## src/rtl/core/ddsf_pkg.sv

```systemverilog
// ddsf_pkg: shared types, register codes and arithmetic helpers for the
// differential drive mixer with slew limit and failsafe.
// no dependencies; used by diff_drive_slew_failsafe and ddsf_checker.
package ddsf_pkg;

   // item opcodes
   localparam logic OP_DRIVE = 1'b0;
   localparam logic OP_TICK  = 1'b1;

   // configuration register indexes (byte address = 4 * index)
   localparam logic [2:0] REG_DEADBAND         = 3'd0;
   localparam logic [2:0] REG_SLEW_STEP        = 3'd1;
   localparam logic [2:0] REG_SLEW_STEP_STOP   = 3'd2;
   localparam logic [2:0] REG_FAILSAFE_TIMEOUT = 3'd3;
   localparam logic [2:0] REG_MIN_PWM          = 3'd4;

   // register reset values
   localparam logic [6:0]  DEADBAND_RST       = 7'd0;
   localparam logic [7:0]  SLEW_STEP_RST      = 8'd5;
   localparam logic [7:0]  SLEW_STEP_STOP_RST = 8'd10;
   localparam logic [15:0] TIMEOUT_RST        = 16'd0;
   localparam logic [7:0]  MIN_PWM_RST        = 8'd0;

   localparam logic [15:0] PWM_FULL_SCALE = 16'd255;
   localparam logic [16:0] TIMER_MAX      = 17'h1FFFF;

   // speed limits in percent
   localparam logic signed [7:0] SPEED_MAX = 8'sd100;
   localparam logic signed [7:0] SPEED_MIN = -8'sd100;

   // x / 100 == (x * 5243) >> 19 for every x below 43699
   localparam logic [12:0] DIV100_MUL   = 13'd5243;
   localparam int          DIV100_SHIFT = 19;
   // duty saturates at 255 once mag * full scale reaches 25600
   localparam logic [22:0] DUTY_SAT_PRODUCT = 23'd25600;
   localparam logic [7:0]  DUTY_MAX         = 8'd255;

   typedef logic signed [7:0]  speed_type;
   typedef logic signed [14:0] cmd_prod_type;

   typedef struct packed {
      logic       dir_a;
      logic       dir_b;
      logic [7:0] pwm;
   } bridge_type;

   function automatic speed_type clamp_axis(input logic signed [15:0] v);
      if (v < 16'(SPEED_MIN)) begin
         return SPEED_MIN;
      end else if (v > 16'(SPEED_MAX)) begin
         return SPEED_MAX;
      end
      return speed_type'(v[7:0]);
   endfunction

   function automatic logic [6:0] clamp_throttle(input logic signed [15:0] v);
      if (v < 16'sd0) begin
         return 7'd0;
      end else if (v > 16'(SPEED_MAX)) begin
         return 7'(SPEED_MAX);
      end
      return v[6:0];
   endfunction

   function automatic speed_type clamp_mix(input logic signed [8:0] v);
      if (v < 9'(SPEED_MIN)) begin
         return SPEED_MIN;
      end else if (v > 9'(SPEED_MAX)) begin
         return SPEED_MAX;
      end
      return speed_type'(v[7:0]);
   endfunction

   function automatic logic [6:0] div100(input logic [13:0] mag);
      logic [26:0] p;
      p = 27'(mag) * 27'(DIV100_MUL);
      return p[DIV100_SHIFT +: 7];
   endfunction

   // commanded speed (truncated toward zero) after the deadband
   function automatic speed_type cmd_target(input cmd_prod_type p,
                                            input logic [6:0] deadband);
      logic [13:0] mag;
      logic [6:0]  q;
      mag = p[14] ? 14'(-p) : 14'(p);
      q   = div100(mag);
      if (q < deadband) begin
         return 8'sd0;
      end
      return p[14] ? -$signed({1'b0, q}) : $signed({1'b0, q});
   endfunction

   function automatic speed_type slew(input speed_type cur, input speed_type tgt,
                                      input logic [7:0] step,
                                      input logic [7:0] step_stop);
      logic signed [9:0] d;
      logic signed [9:0] lim;
      logic signed [9:0] sum;
      lim = $signed({2'b00, (tgt == 8'sd0) ? step_stop : step});
      d   = 10'(tgt) - 10'(cur);
      if (d > lim) begin
         d = lim;
      end else if (d < -lim) begin
         d = -lim;
      end
      sum = 10'(cur) + d;
      return speed_type'(sum[7:0]);
   endfunction

   function automatic bridge_type bridge(input speed_type s, input logic [7:0] min_pwm);
      bridge_type  b;
      logic [7:0]  mag;
      logic [22:0] prod;
      logic [27:0] q;
      logic [7:0]  duty;
      mag = s[7] ? 8'(-s) : 8'(s);
      if (mag > 8'(SPEED_MAX)) begin
         mag = 8'(SPEED_MAX);
      end
      prod = 23'(mag[6:0]) * 23'(PWM_FULL_SCALE);
      q    = 28'(prod[14:0]) * 28'(DIV100_MUL);
      if (prod >= DUTY_SAT_PRODUCT) begin
         duty = DUTY_MAX;
      end else begin
         duty = q[DIV100_SHIFT +: 8];
      end
      if (duty != 8'd0 && duty < min_pwm) begin
         duty = min_pwm;
      end
      if (s == 8'sd0) begin
         b.dir_a = 1'b1;
         b.dir_b = 1'b1;
         b.pwm   = 8'd0;
      end else begin
         b.dir_a = ~s[7];
         b.dir_b = s[7];
         b.pwm   = duty;
      end
      return b;
   endfunction

endpackage

```

## src/rtl/core/diff_drive_slew_failsafe.sv

```systemverilog
// diff_drive_slew_failsafe: two-motor differential drive mixer with slew
// limit, command failsafe timer and H-bridge drive encoding.
// depends on ddsf_pkg.
//
// usage:
//   req channel (valid/ready) carries one transaction per item: opcode 0 is a
//   drive command (joystick x, y and throttle), opcode 1 is an update tick
//   (elapsed milliseconds). every transaction yields exactly one rsp
//   transaction with both speeds, bridge drive, failsafe and change flags.
//   csr is an apb-style port with five 32-bit registers at 0x00..0x10:
//   deadband, slew_step, slew_step_stop, failsafe_timeout_ms, min_pwm.
//   a req passes the input register, snapshot stage and result register to rsp.
//   throughput: one transaction per cycle while rsp_ready stays high; the motor
//   state loop (timer, deadband, slew) closes combinationally between the input
//   register and the snapshot stage, and bridge encoding runs in the stage after it.
//   a stalled rsp holds its register; the input register and the snapshot
//   stage keep taking transactions until both are full, then req_ready drops.
//   reset (synchronous) empties the pipeline, zeroes speeds, commands and
//   timer, clears failsafe and loads the register defaults.
module diff_drive_slew_failsafe
   import ddsf_pkg::*;
(
   input  logic               clock,
   input  logic               reset,
   input  logic               req_valid,
   output logic               req_ready,
   input  logic               req_opcode,
   input  logic signed [15:0] req_joystick_x,
   input  logic signed [15:0] req_joystick_y,
   input  logic signed [15:0] req_throttle,
   input  logic        [15:0] req_elapsed_ms,
   output logic               rsp_valid,
   input  logic               rsp_ready,
   output logic signed [7:0]  rsp_left_speed,
   output logic signed [7:0]  rsp_right_speed,
   output logic               rsp_left_dir_a,
   output logic               rsp_left_dir_b,
   output logic        [7:0]  rsp_left_pwm,
   output logic               rsp_right_dir_a,
   output logic               rsp_right_dir_b,
   output logic        [7:0]  rsp_right_pwm,
   output logic               rsp_failsafe_active,
   output logic               rsp_outputs_changed,
   input  logic               csr_psel,
   input  logic               csr_penable,
   input  logic               csr_pwrite,
   input  logic        [4:0]  csr_paddr,
   input  logic        [31:0] csr_pwdata,
   output logic        [31:0] csr_prdata,
   output logic               csr_pready
);

   // configuration registers
   logic [6:0]  deadband_ff, deadband_in;
   logic [7:0]  slew_step_ff, slew_step_in;
   logic [7:0]  slew_stop_ff, slew_stop_in;
   logic [15:0] timeout_ff, timeout_in;
   logic [7:0]  min_pwm_ff, min_pwm_in;

   // input register
   logic               s1_valid_ff, s1_valid_in;
   logic               s1_opcode_ff, s1_opcode_in;
   logic signed [15:0] s1_x_ff, s1_x_in;
   logic signed [15:0] s1_y_ff, s1_y_in;
   logic signed [15:0] s1_thr_ff, s1_thr_in;
   logic        [15:0] s1_elapsed_ff, s1_elapsed_in;

   // motor state
   cmd_prod_type cmd_left_ff, cmd_left_in;
   cmd_prod_type cmd_right_ff, cmd_right_in;
   speed_type    out_left_ff, out_left_in;
   speed_type    out_right_ff, out_right_in;
   logic [16:0]  timer_ff, timer_in;
   logic         failsafe_ff, failsafe_in;

   // snapshot stage
   logic      s2_valid_ff, s2_valid_in;
   speed_type s2_left_ff, s2_left_in;
   speed_type s2_right_ff, s2_right_in;
   logic      s2_failsafe_ff, s2_failsafe_in;
   logic      s2_changed_ff, s2_changed_in;

   // result register
   logic       rsp_valid_ff, rsp_valid_in;
   speed_type  rsp_left_ff, rsp_left_in;
   speed_type  rsp_right_ff, rsp_right_in;
   bridge_type rsp_lbr_ff, rsp_lbr_in;
   bridge_type rsp_rbr_ff, rsp_rbr_in;
   logic       rsp_failsafe_ff, rsp_failsafe_in;
   logic       rsp_changed_ff, rsp_changed_in;

   logic adv1, adv2, adv3;
   logic step_fire;
   logic csr_write;

   speed_type    ax_x, ax_y, mix_l, mix_r;
   logic [6:0]   thr;
   cmd_prod_type prod_l, prod_r;
   logic [17:0]  timer_sum;
   logic [16:0]  timer_tick;
   logic         fs_tick;
   speed_type    tgt_l, tgt_r, new_l, new_r;

   // ---------------- flow control ----------------
   assign adv3      = ~rsp_valid_ff | rsp_ready;
   assign adv2      = ~s2_valid_ff | adv3;
   assign adv1      = ~s1_valid_ff | adv2;
   assign step_fire = s1_valid_ff & adv2;
   assign req_ready = adv1;

   // ---------------- configuration port ----------------
   assign csr_pready = 1'b1;
   assign csr_write  = csr_psel & csr_penable & csr_pwrite;

   always_comb begin
      deadband_in  = deadband_ff;
      slew_step_in = slew_step_ff;
      slew_stop_in = slew_stop_ff;
      timeout_in   = timeout_ff;
      min_pwm_in   = min_pwm_ff;
      if (csr_write) begin
         unique case (csr_paddr[4:2])
            REG_DEADBAND:         deadband_in  = csr_pwdata[6:0];
            REG_SLEW_STEP:        slew_step_in = csr_pwdata[7:0];
            REG_SLEW_STEP_STOP:   slew_stop_in = csr_pwdata[7:0];
            REG_FAILSAFE_TIMEOUT: timeout_in   = csr_pwdata[15:0];
            REG_MIN_PWM:          min_pwm_in   = csr_pwdata[7:0];
            default: ;
         endcase
      end
   end

   always_comb begin
      unique case (csr_paddr[4:2])
         REG_DEADBAND:         csr_prdata = 32'(deadband_ff);
         REG_SLEW_STEP:        csr_prdata = 32'(slew_step_ff);
         REG_SLEW_STEP_STOP:   csr_prdata = 32'(slew_stop_ff);
         REG_FAILSAFE_TIMEOUT: csr_prdata = 32'(timeout_ff);
         REG_MIN_PWM:          csr_prdata = 32'(min_pwm_ff);
         default:              csr_prdata = 32'd0;
      endcase
   end

   // ---------------- input register ----------------
   always_comb begin
      s1_valid_in   = s1_valid_ff;
      s1_opcode_in  = s1_opcode_ff;
      s1_x_in       = s1_x_ff;
      s1_y_in       = s1_y_ff;
      s1_thr_in     = s1_thr_ff;
      s1_elapsed_in = s1_elapsed_ff;
      if (adv1) begin
         s1_valid_in   = req_valid;
         s1_opcode_in  = req_opcode;
         s1_x_in       = req_joystick_x;
         s1_y_in       = req_joystick_y;
         s1_thr_in     = req_throttle;
         s1_elapsed_in = req_elapsed_ms;
      end
   end

   // ---------------- drive command math ----------------
   always_comb begin
      ax_x   = clamp_axis(s1_x_ff);
      ax_y   = clamp_axis(s1_y_ff);
      thr    = clamp_throttle(s1_thr_ff);
      mix_l  = clamp_mix(9'(ax_y) + 9'(ax_x));
      mix_r  = clamp_mix(9'(ax_y) - 9'(ax_x));
      prod_l = cmd_prod_type'(mix_l) * cmd_prod_type'($signed({1'b0, thr}));
      prod_r = cmd_prod_type'(mix_r) * cmd_prod_type'($signed({1'b0, thr}));
   end

   // ---------------- tick math ----------------
   always_comb begin
      timer_sum  = 18'(timer_ff) + 18'(s1_elapsed_ff);
      timer_tick = (timer_sum > 18'(TIMER_MAX)) ? TIMER_MAX : timer_sum[16:0];
      fs_tick    = failsafe_ff | ((timeout_ff != 16'd0) & (timer_tick > 17'(timeout_ff)));
      tgt_l      = fs_tick ? 8'sd0 : cmd_target(cmd_left_ff, deadband_ff);
      tgt_r      = fs_tick ? 8'sd0 : cmd_target(cmd_right_ff, deadband_ff);
      new_l      = slew(out_left_ff, tgt_l, slew_step_ff, slew_stop_ff);
      new_r      = slew(out_right_ff, tgt_r, slew_step_ff, slew_stop_ff);
   end

   // ---------------- state update and snapshot ----------------
   always_comb begin
      cmd_left_in    = cmd_left_ff;
      cmd_right_in   = cmd_right_ff;
      out_left_in    = out_left_ff;
      out_right_in   = out_right_ff;
      timer_in       = timer_ff;
      failsafe_in    = failsafe_ff;
      s2_valid_in    = s2_valid_ff;
      s2_left_in     = s2_left_ff;
      s2_right_in    = s2_right_ff;
      s2_failsafe_in = s2_failsafe_ff;
      s2_changed_in  = s2_changed_ff;
      if (adv2) begin
         s2_valid_in = s1_valid_ff;
      end
      if (step_fire) begin
         if (s1_opcode_ff == OP_DRIVE) begin
            cmd_left_in    = prod_l;
            cmd_right_in   = prod_r;
            timer_in       = 17'd0;
            failsafe_in    = 1'b0;
            s2_left_in     = out_left_ff;
            s2_right_in    = out_right_ff;
            s2_failsafe_in = 1'b0;
            s2_changed_in  = 1'b0;
         end else begin
            out_left_in    = new_l;
            out_right_in   = new_r;
            timer_in       = timer_tick;
            failsafe_in    = fs_tick;
            s2_left_in     = new_l;
            s2_right_in    = new_r;
            s2_failsafe_in = fs_tick;
            s2_changed_in  = (new_l != out_left_ff) | (new_r != out_right_ff);
         end
      end
   end

   // ---------------- result register ----------------
   always_comb begin
      rsp_valid_in    = rsp_valid_ff;
      rsp_left_in     = rsp_left_ff;
      rsp_right_in    = rsp_right_ff;
      rsp_lbr_in      = rsp_lbr_ff;
      rsp_rbr_in      = rsp_rbr_ff;
      rsp_failsafe_in = rsp_failsafe_ff;
      rsp_changed_in  = rsp_changed_ff;
      if (adv3) begin
         rsp_valid_in    = s2_valid_ff;
         rsp_left_in     = s2_left_ff;
         rsp_right_in    = s2_right_ff;
         rsp_lbr_in      = bridge(s2_left_ff, min_pwm_ff);
         rsp_rbr_in      = bridge(s2_right_ff, min_pwm_ff);
         rsp_failsafe_in = s2_failsafe_ff;
         rsp_changed_in  = s2_changed_ff;
      end
   end

   // control state
   always_ff @(posedge clock) begin
      if (reset) begin
         deadband_ff  <= DEADBAND_RST;
         slew_step_ff <= SLEW_STEP_RST;
         slew_stop_ff <= SLEW_STEP_STOP_RST;
         timeout_ff   <= TIMEOUT_RST;
         min_pwm_ff   <= MIN_PWM_RST;
         s1_valid_ff  <= 1'b0;
         s2_valid_ff  <= 1'b0;
         rsp_valid_ff <= 1'b0;
         cmd_left_ff  <= '0;
         cmd_right_ff <= '0;
         out_left_ff  <= '0;
         out_right_ff <= '0;
         timer_ff     <= '0;
         failsafe_ff  <= 1'b0;
      end else begin
         deadband_ff  <= deadband_in;
         slew_step_ff <= slew_step_in;
         slew_stop_ff <= slew_stop_in;
         timeout_ff   <= timeout_in;
         min_pwm_ff   <= min_pwm_in;
         s1_valid_ff  <= s1_valid_in;
         s2_valid_ff  <= s2_valid_in;
         rsp_valid_ff <= rsp_valid_in;
         cmd_left_ff  <= cmd_left_in;
         cmd_right_ff <= cmd_right_in;
         out_left_ff  <= out_left_in;
         out_right_ff <= out_right_in;
         timer_ff     <= timer_in;
         failsafe_ff  <= failsafe_in;
      end
   end

   // payload registers
   always_ff @(posedge clock) begin
      s1_opcode_ff    <= s1_opcode_in;
      s1_x_ff         <= s1_x_in;
      s1_y_ff         <= s1_y_in;
      s1_thr_ff       <= s1_thr_in;
      s1_elapsed_ff   <= s1_elapsed_in;
      s2_left_ff      <= s2_left_in;
      s2_right_ff     <= s2_right_in;
      s2_failsafe_ff  <= s2_failsafe_in;
      s2_changed_ff   <= s2_changed_in;
      rsp_left_ff     <= rsp_left_in;
      rsp_right_ff    <= rsp_right_in;
      rsp_lbr_ff      <= rsp_lbr_in;
      rsp_rbr_ff      <= rsp_rbr_in;
      rsp_failsafe_ff <= rsp_failsafe_in;
      rsp_changed_ff  <= rsp_changed_in;
   end

   assign rsp_valid           = rsp_valid_ff;
   assign rsp_left_speed      = rsp_left_ff;
   assign rsp_right_speed     = rsp_right_ff;
   assign rsp_left_dir_a      = rsp_lbr_ff.dir_a;
   assign rsp_left_dir_b      = rsp_lbr_ff.dir_b;
   assign rsp_left_pwm        = rsp_lbr_ff.pwm;
   assign rsp_right_dir_a     = rsp_rbr_ff.dir_a;
   assign rsp_right_dir_b     = rsp_rbr_ff.dir_b;
   assign rsp_right_pwm       = rsp_rbr_ff.pwm;
   assign rsp_failsafe_active = rsp_failsafe_ff;
   assign rsp_outputs_changed = rsp_changed_ff;

endmodule

```

## config.mk

```make
export PLATFORM = sky130hd
export DESIGN_NAME = diff_drive_slew_failsafe
export DESIGN_NICKNAME = d
export VERILOG_FILES = /design/src/rtl/core/ddsf_pkg.sv /design/src/rtl/core/diff_drive_slew_failsafe.sv
export SDC_FILE = /design/constraint.sdc
export NUM_CORES = 2
export LEC_CHECK = 0
export BUFFER_PORTS_ARGS = -buffer_cell sky130_fd_sc_hd__buf_2
export CAP_MARGIN = 20
export CORE_MARGIN = 5
export CORE_UTILIZATION = 40
export CTS_BUF_LIST = sky130_fd_sc_hd__clkbuf_16
export CTS_CLUSTER_DIAMETER = 80
export DETAILED_ROUTE_END_ITERATION = 8
export HOLD_SLACK_MARGIN = 0.08
export PLACE_DENSITY = 0.67
export SETUP_SLACK_MARGIN = 0.1
export SYNTH_ARGS = -nofsm -noshare
export SYNTH_HDL_FRONTEND = slang
export SYNTH_SLANG_ARGS = --single-unit
```

## constraint.sdc

```tcl
create_clock -name clock -period 17.2 [get_ports clock]
set_clock_uncertainty 0.05 [all_clocks]
set_input_delay 0.86 -clock clock [delete_from_list [all_inputs] [get_ports clock]]
set_output_delay 0.86 -clock clock [all_outputs]
set_load 0.03 [all_outputs]
```

==> flow_summary.ini <==
[floorplanning]
coreArea_sq_um = 91400
initial_core_util_pct = 40.1
die_w_um = 313
die_area_sq_um = 97800
ios = 182
die_y_um = 313
rows = 111

[clock_tree]
cts_setup_buffers = 0
cts_root_buf = clkbuf_16
clock_path_buffers = 3
cts_buffers = 34
path_clk_slew_ps = 60
h-tree-depth = 2
cts_hold_buf = 0
postCtsResizedCells = 0
worstSkewPairLatency_ps = 600
cts.sinks = 235
tritoncts = built

[placement]
dp_slack_ps = 2650
placedInstanceArea_sq_um = 38700
dp_hpwl_um = 71000
gp_congestion = 0.878
portBuffers = 146

[finish]
final_util_pct = 43.5
drive_gt1_share_pct = 6.24
final_area_sq_um = 39800
multiInputGateArea_sq_um = 27400
final-seq-area_sq_um = 5920
area_growth_pct = 8.51
nFillCells = 8880
finalNetCount = 5328

[yosys]
async_flop_share_pct = 0
synth_edf_count = 121
netlist_top_cells_area = ha_1 (23%), fa_1 (20%), edfxtp_1 (9.9%)
ys.flop_type = edfxtp_1
synth_cells = 4046
postSynthAreaPerCell_sq_um = 9.06
yosys.area_share.simple_pct = 10.8
ys_seq_area_share_pct = 16.1
yosysTopAreaCellShare_pct = 23.1
synth.most_common_cell = inv_1
synth_compound_area_share_pct = 12.2
synthMuxAreaShare_pct = 2.13
synthDistinctLibCells = 86
synth_area_sq_um = 36700
synth_common_cells = inv_1 (798), ha_1 (676), fa_1 (373), nor2_1 (295), nand2_1 (266)
synthXorXnorAreaFrac_pct = 5.84
synth_top_family_by_area = adder cells
synth_warnings = 0
ys_ff_latch = 235
synthAdderAreaFrac_pct = 43.5
yosys.area.top_type = ha_1

[worst_setup_path]
regToRegSetupSlack_ps = 2560
reg2reg_depth = 58
worstPathArrival_ps = 14900
path_max_fanout = 12
worst_setup_path_end_kind = register
slowest_stage = xor2_1
r2r_start = cmd_left_ff[0]$_SDFFE_PP0P_
cp.required_ps = 17460
rr_endpoint = s2_changed_ff$_SDFFCE_PN0P_
crit_type = reg -> reg
cp-start-kind = register
cpPeakStageDelay_ps = 670

[hold_path]
hold-path-cell-count = 0
hold_end = rsp_failsafe_active$_DFFE_PP_
min_from = s2_failsafe_ff$_DFFE_PP_
hp-class = reg -> reg

[detailed_routing]
drt-pass1-iter-count = 5
met2WireLength_um = 41100
ant_nets = 0
drc = 0
first_iter_violations = 1332
wl_met3_um = 3140
wl_per_cell_um = 15.5
drt_wl_total_um = 83400
routed.top_layer = met5
via_count = 27171
vias_per_cell = 5.05
met1Wirelength_um = 37000

[sta]
setup_viol_count_final = 0
fin_tns_setup_ps = 0
layout_setup_ws_ps = 2560
final_hold_viol_count = 0
period_share_pct = 85.1
period_needed_ps = 14640
drv_slew = 0
tightest_slew_ps = 1080
fmaxAchievable_mhz = 68.3
max_slew_margin_pct = 27.7
rsz0062_at_grt = false

[global_routing]
grt_pass1_vias = 27344
grt_pass1_wl_um = 137000
grt_max_degree = 84
grtUsageTotal_pct = 16.8
grt_overflow = 0
antenna_found_initial = 2

[run]
drv_cap = 0

[outcome]
run_status = finished, final reports clean
## state kept, by name, indices dropped and copies added, names as in the netlist, 15 cells and up
signal         cells
timer_ff          17
s1_elapsed_ff     16
s1_thr_ff         16
s1_x_ff           16
s1_y_ff           16
timeout_ff        16
cmd_left_ff       15
cmd_right_ff      15
## placed cells by master, fill, tap and decap left out, types with 18 or more instances in the layout
master       n
edfxtp_1   121
or3_1       24
nor3_1      44
a211oi_1    32
and2_1      24
nand4_1     20
xnor2_1    166
o21ai_0    126
inv_1      805
a21o_1      67
xor2_1      75
nand3_1     31
buf_4       21
dfxtp_1    114
clkbuf_16   34
nor2_1     294
buf_2      145
nor2b_1     38
nand2_1    265
a31oi_1     26
a22oi_1     21
a21oi_1    187
and3_1      18
o21bai_1    49
o21a_1      34
ha_1       676
fa_1       373
nand2b_1    42
mux2i_1     68
## area by class of cell
| cell class | count | share of cell area [%] |
|---|---|---|
| clock inverters | 28 | 0.585 |
| clock buffers | 34 | 2.14 |
| flip-flops and latches | 235 | 14.9 |
| diodes | 1 | 0.00629 |
| well taps | 1186 | 3.73 |
| inverters | 804 | 7.58 |
| repair buffers | 169 | 2.28 |
| multi-input cells | 2926 | 68.8 |
## cell families (layout without fill, tap and decap cells)
kind of cell	after synthesis	count (layout)
multiplexers	76	76
adder cells (fa/ha/maj)	1051	1051
buffers and inverters	900	1035
other	2	18
flip-flops	235	235
AND/OR/NAND/NOR	859	859
XOR/XNOR	243	243
AO/OA/AOI/OAI	680	680
## through the flow
stage | cells | hold slack [ps]
final | 5383 | 364
after CTS | 5378 | 360
after floorplan | 4061 | 350
after global placement | 5316 | 353
after detailed placement | 5316 | 356
after global routing | 5383 | 372
## routing by layer
metal / vias to the layer above / GRT usage [%]
li1: 13609 / -
met4: 2 / 4.06
met1: 13005 / 21.9
met3: 107 / 1.96
met5: - / 0
met2: 448 / 30.0
## critical path: cells and delay by family (launching register included)
kind | cells | cell delay, ps
flops | 1 | 430
xor+xnor | 5 | 1350
compound gates | 21 | 4670
mux | 2 | 670
fa+ha+maj | 11 | 3940
buf+inv | 7 | 540
simple gates | 12 | 2710
## worst max-delay path by stage
stage	startpoint	end	slack, ps	cells after the start
global placement	cmd_left_ff[0]$_SDFFE_PP0P_	s2_changed_ff$_SDFFCE_PN0P_	2830	56
global route	cmd_left_ff[3]$_SDFFE_PP0P_	s2_changed_ff$_SDFFCE_PN0P_	1530	58
finish	cmd_left_ff[0]$_SDFFE_PP0P_	s2_changed_ff$_SDFFCE_PN0P_	2560	58
floorplan	cmd_left_ff[0]$_SDFFE_PP0P_	s2_changed_ff$_SDFFCE_PN0P_	4400	61
CTS	cmd_left_ff[0]$_SDFFE_PP0P_	s2_changed_ff$_SDFFCE_PN0P_	2610	56
detailed placement	cmd_left_ff[0]$_SDFFE_PP0P_	s2_changed_ff$_SDFFCE_PN0P_	2650	56
Power is not shown: default switching activity piles up to over one toggle a cycle in this logic, so the estimate is an artifact.
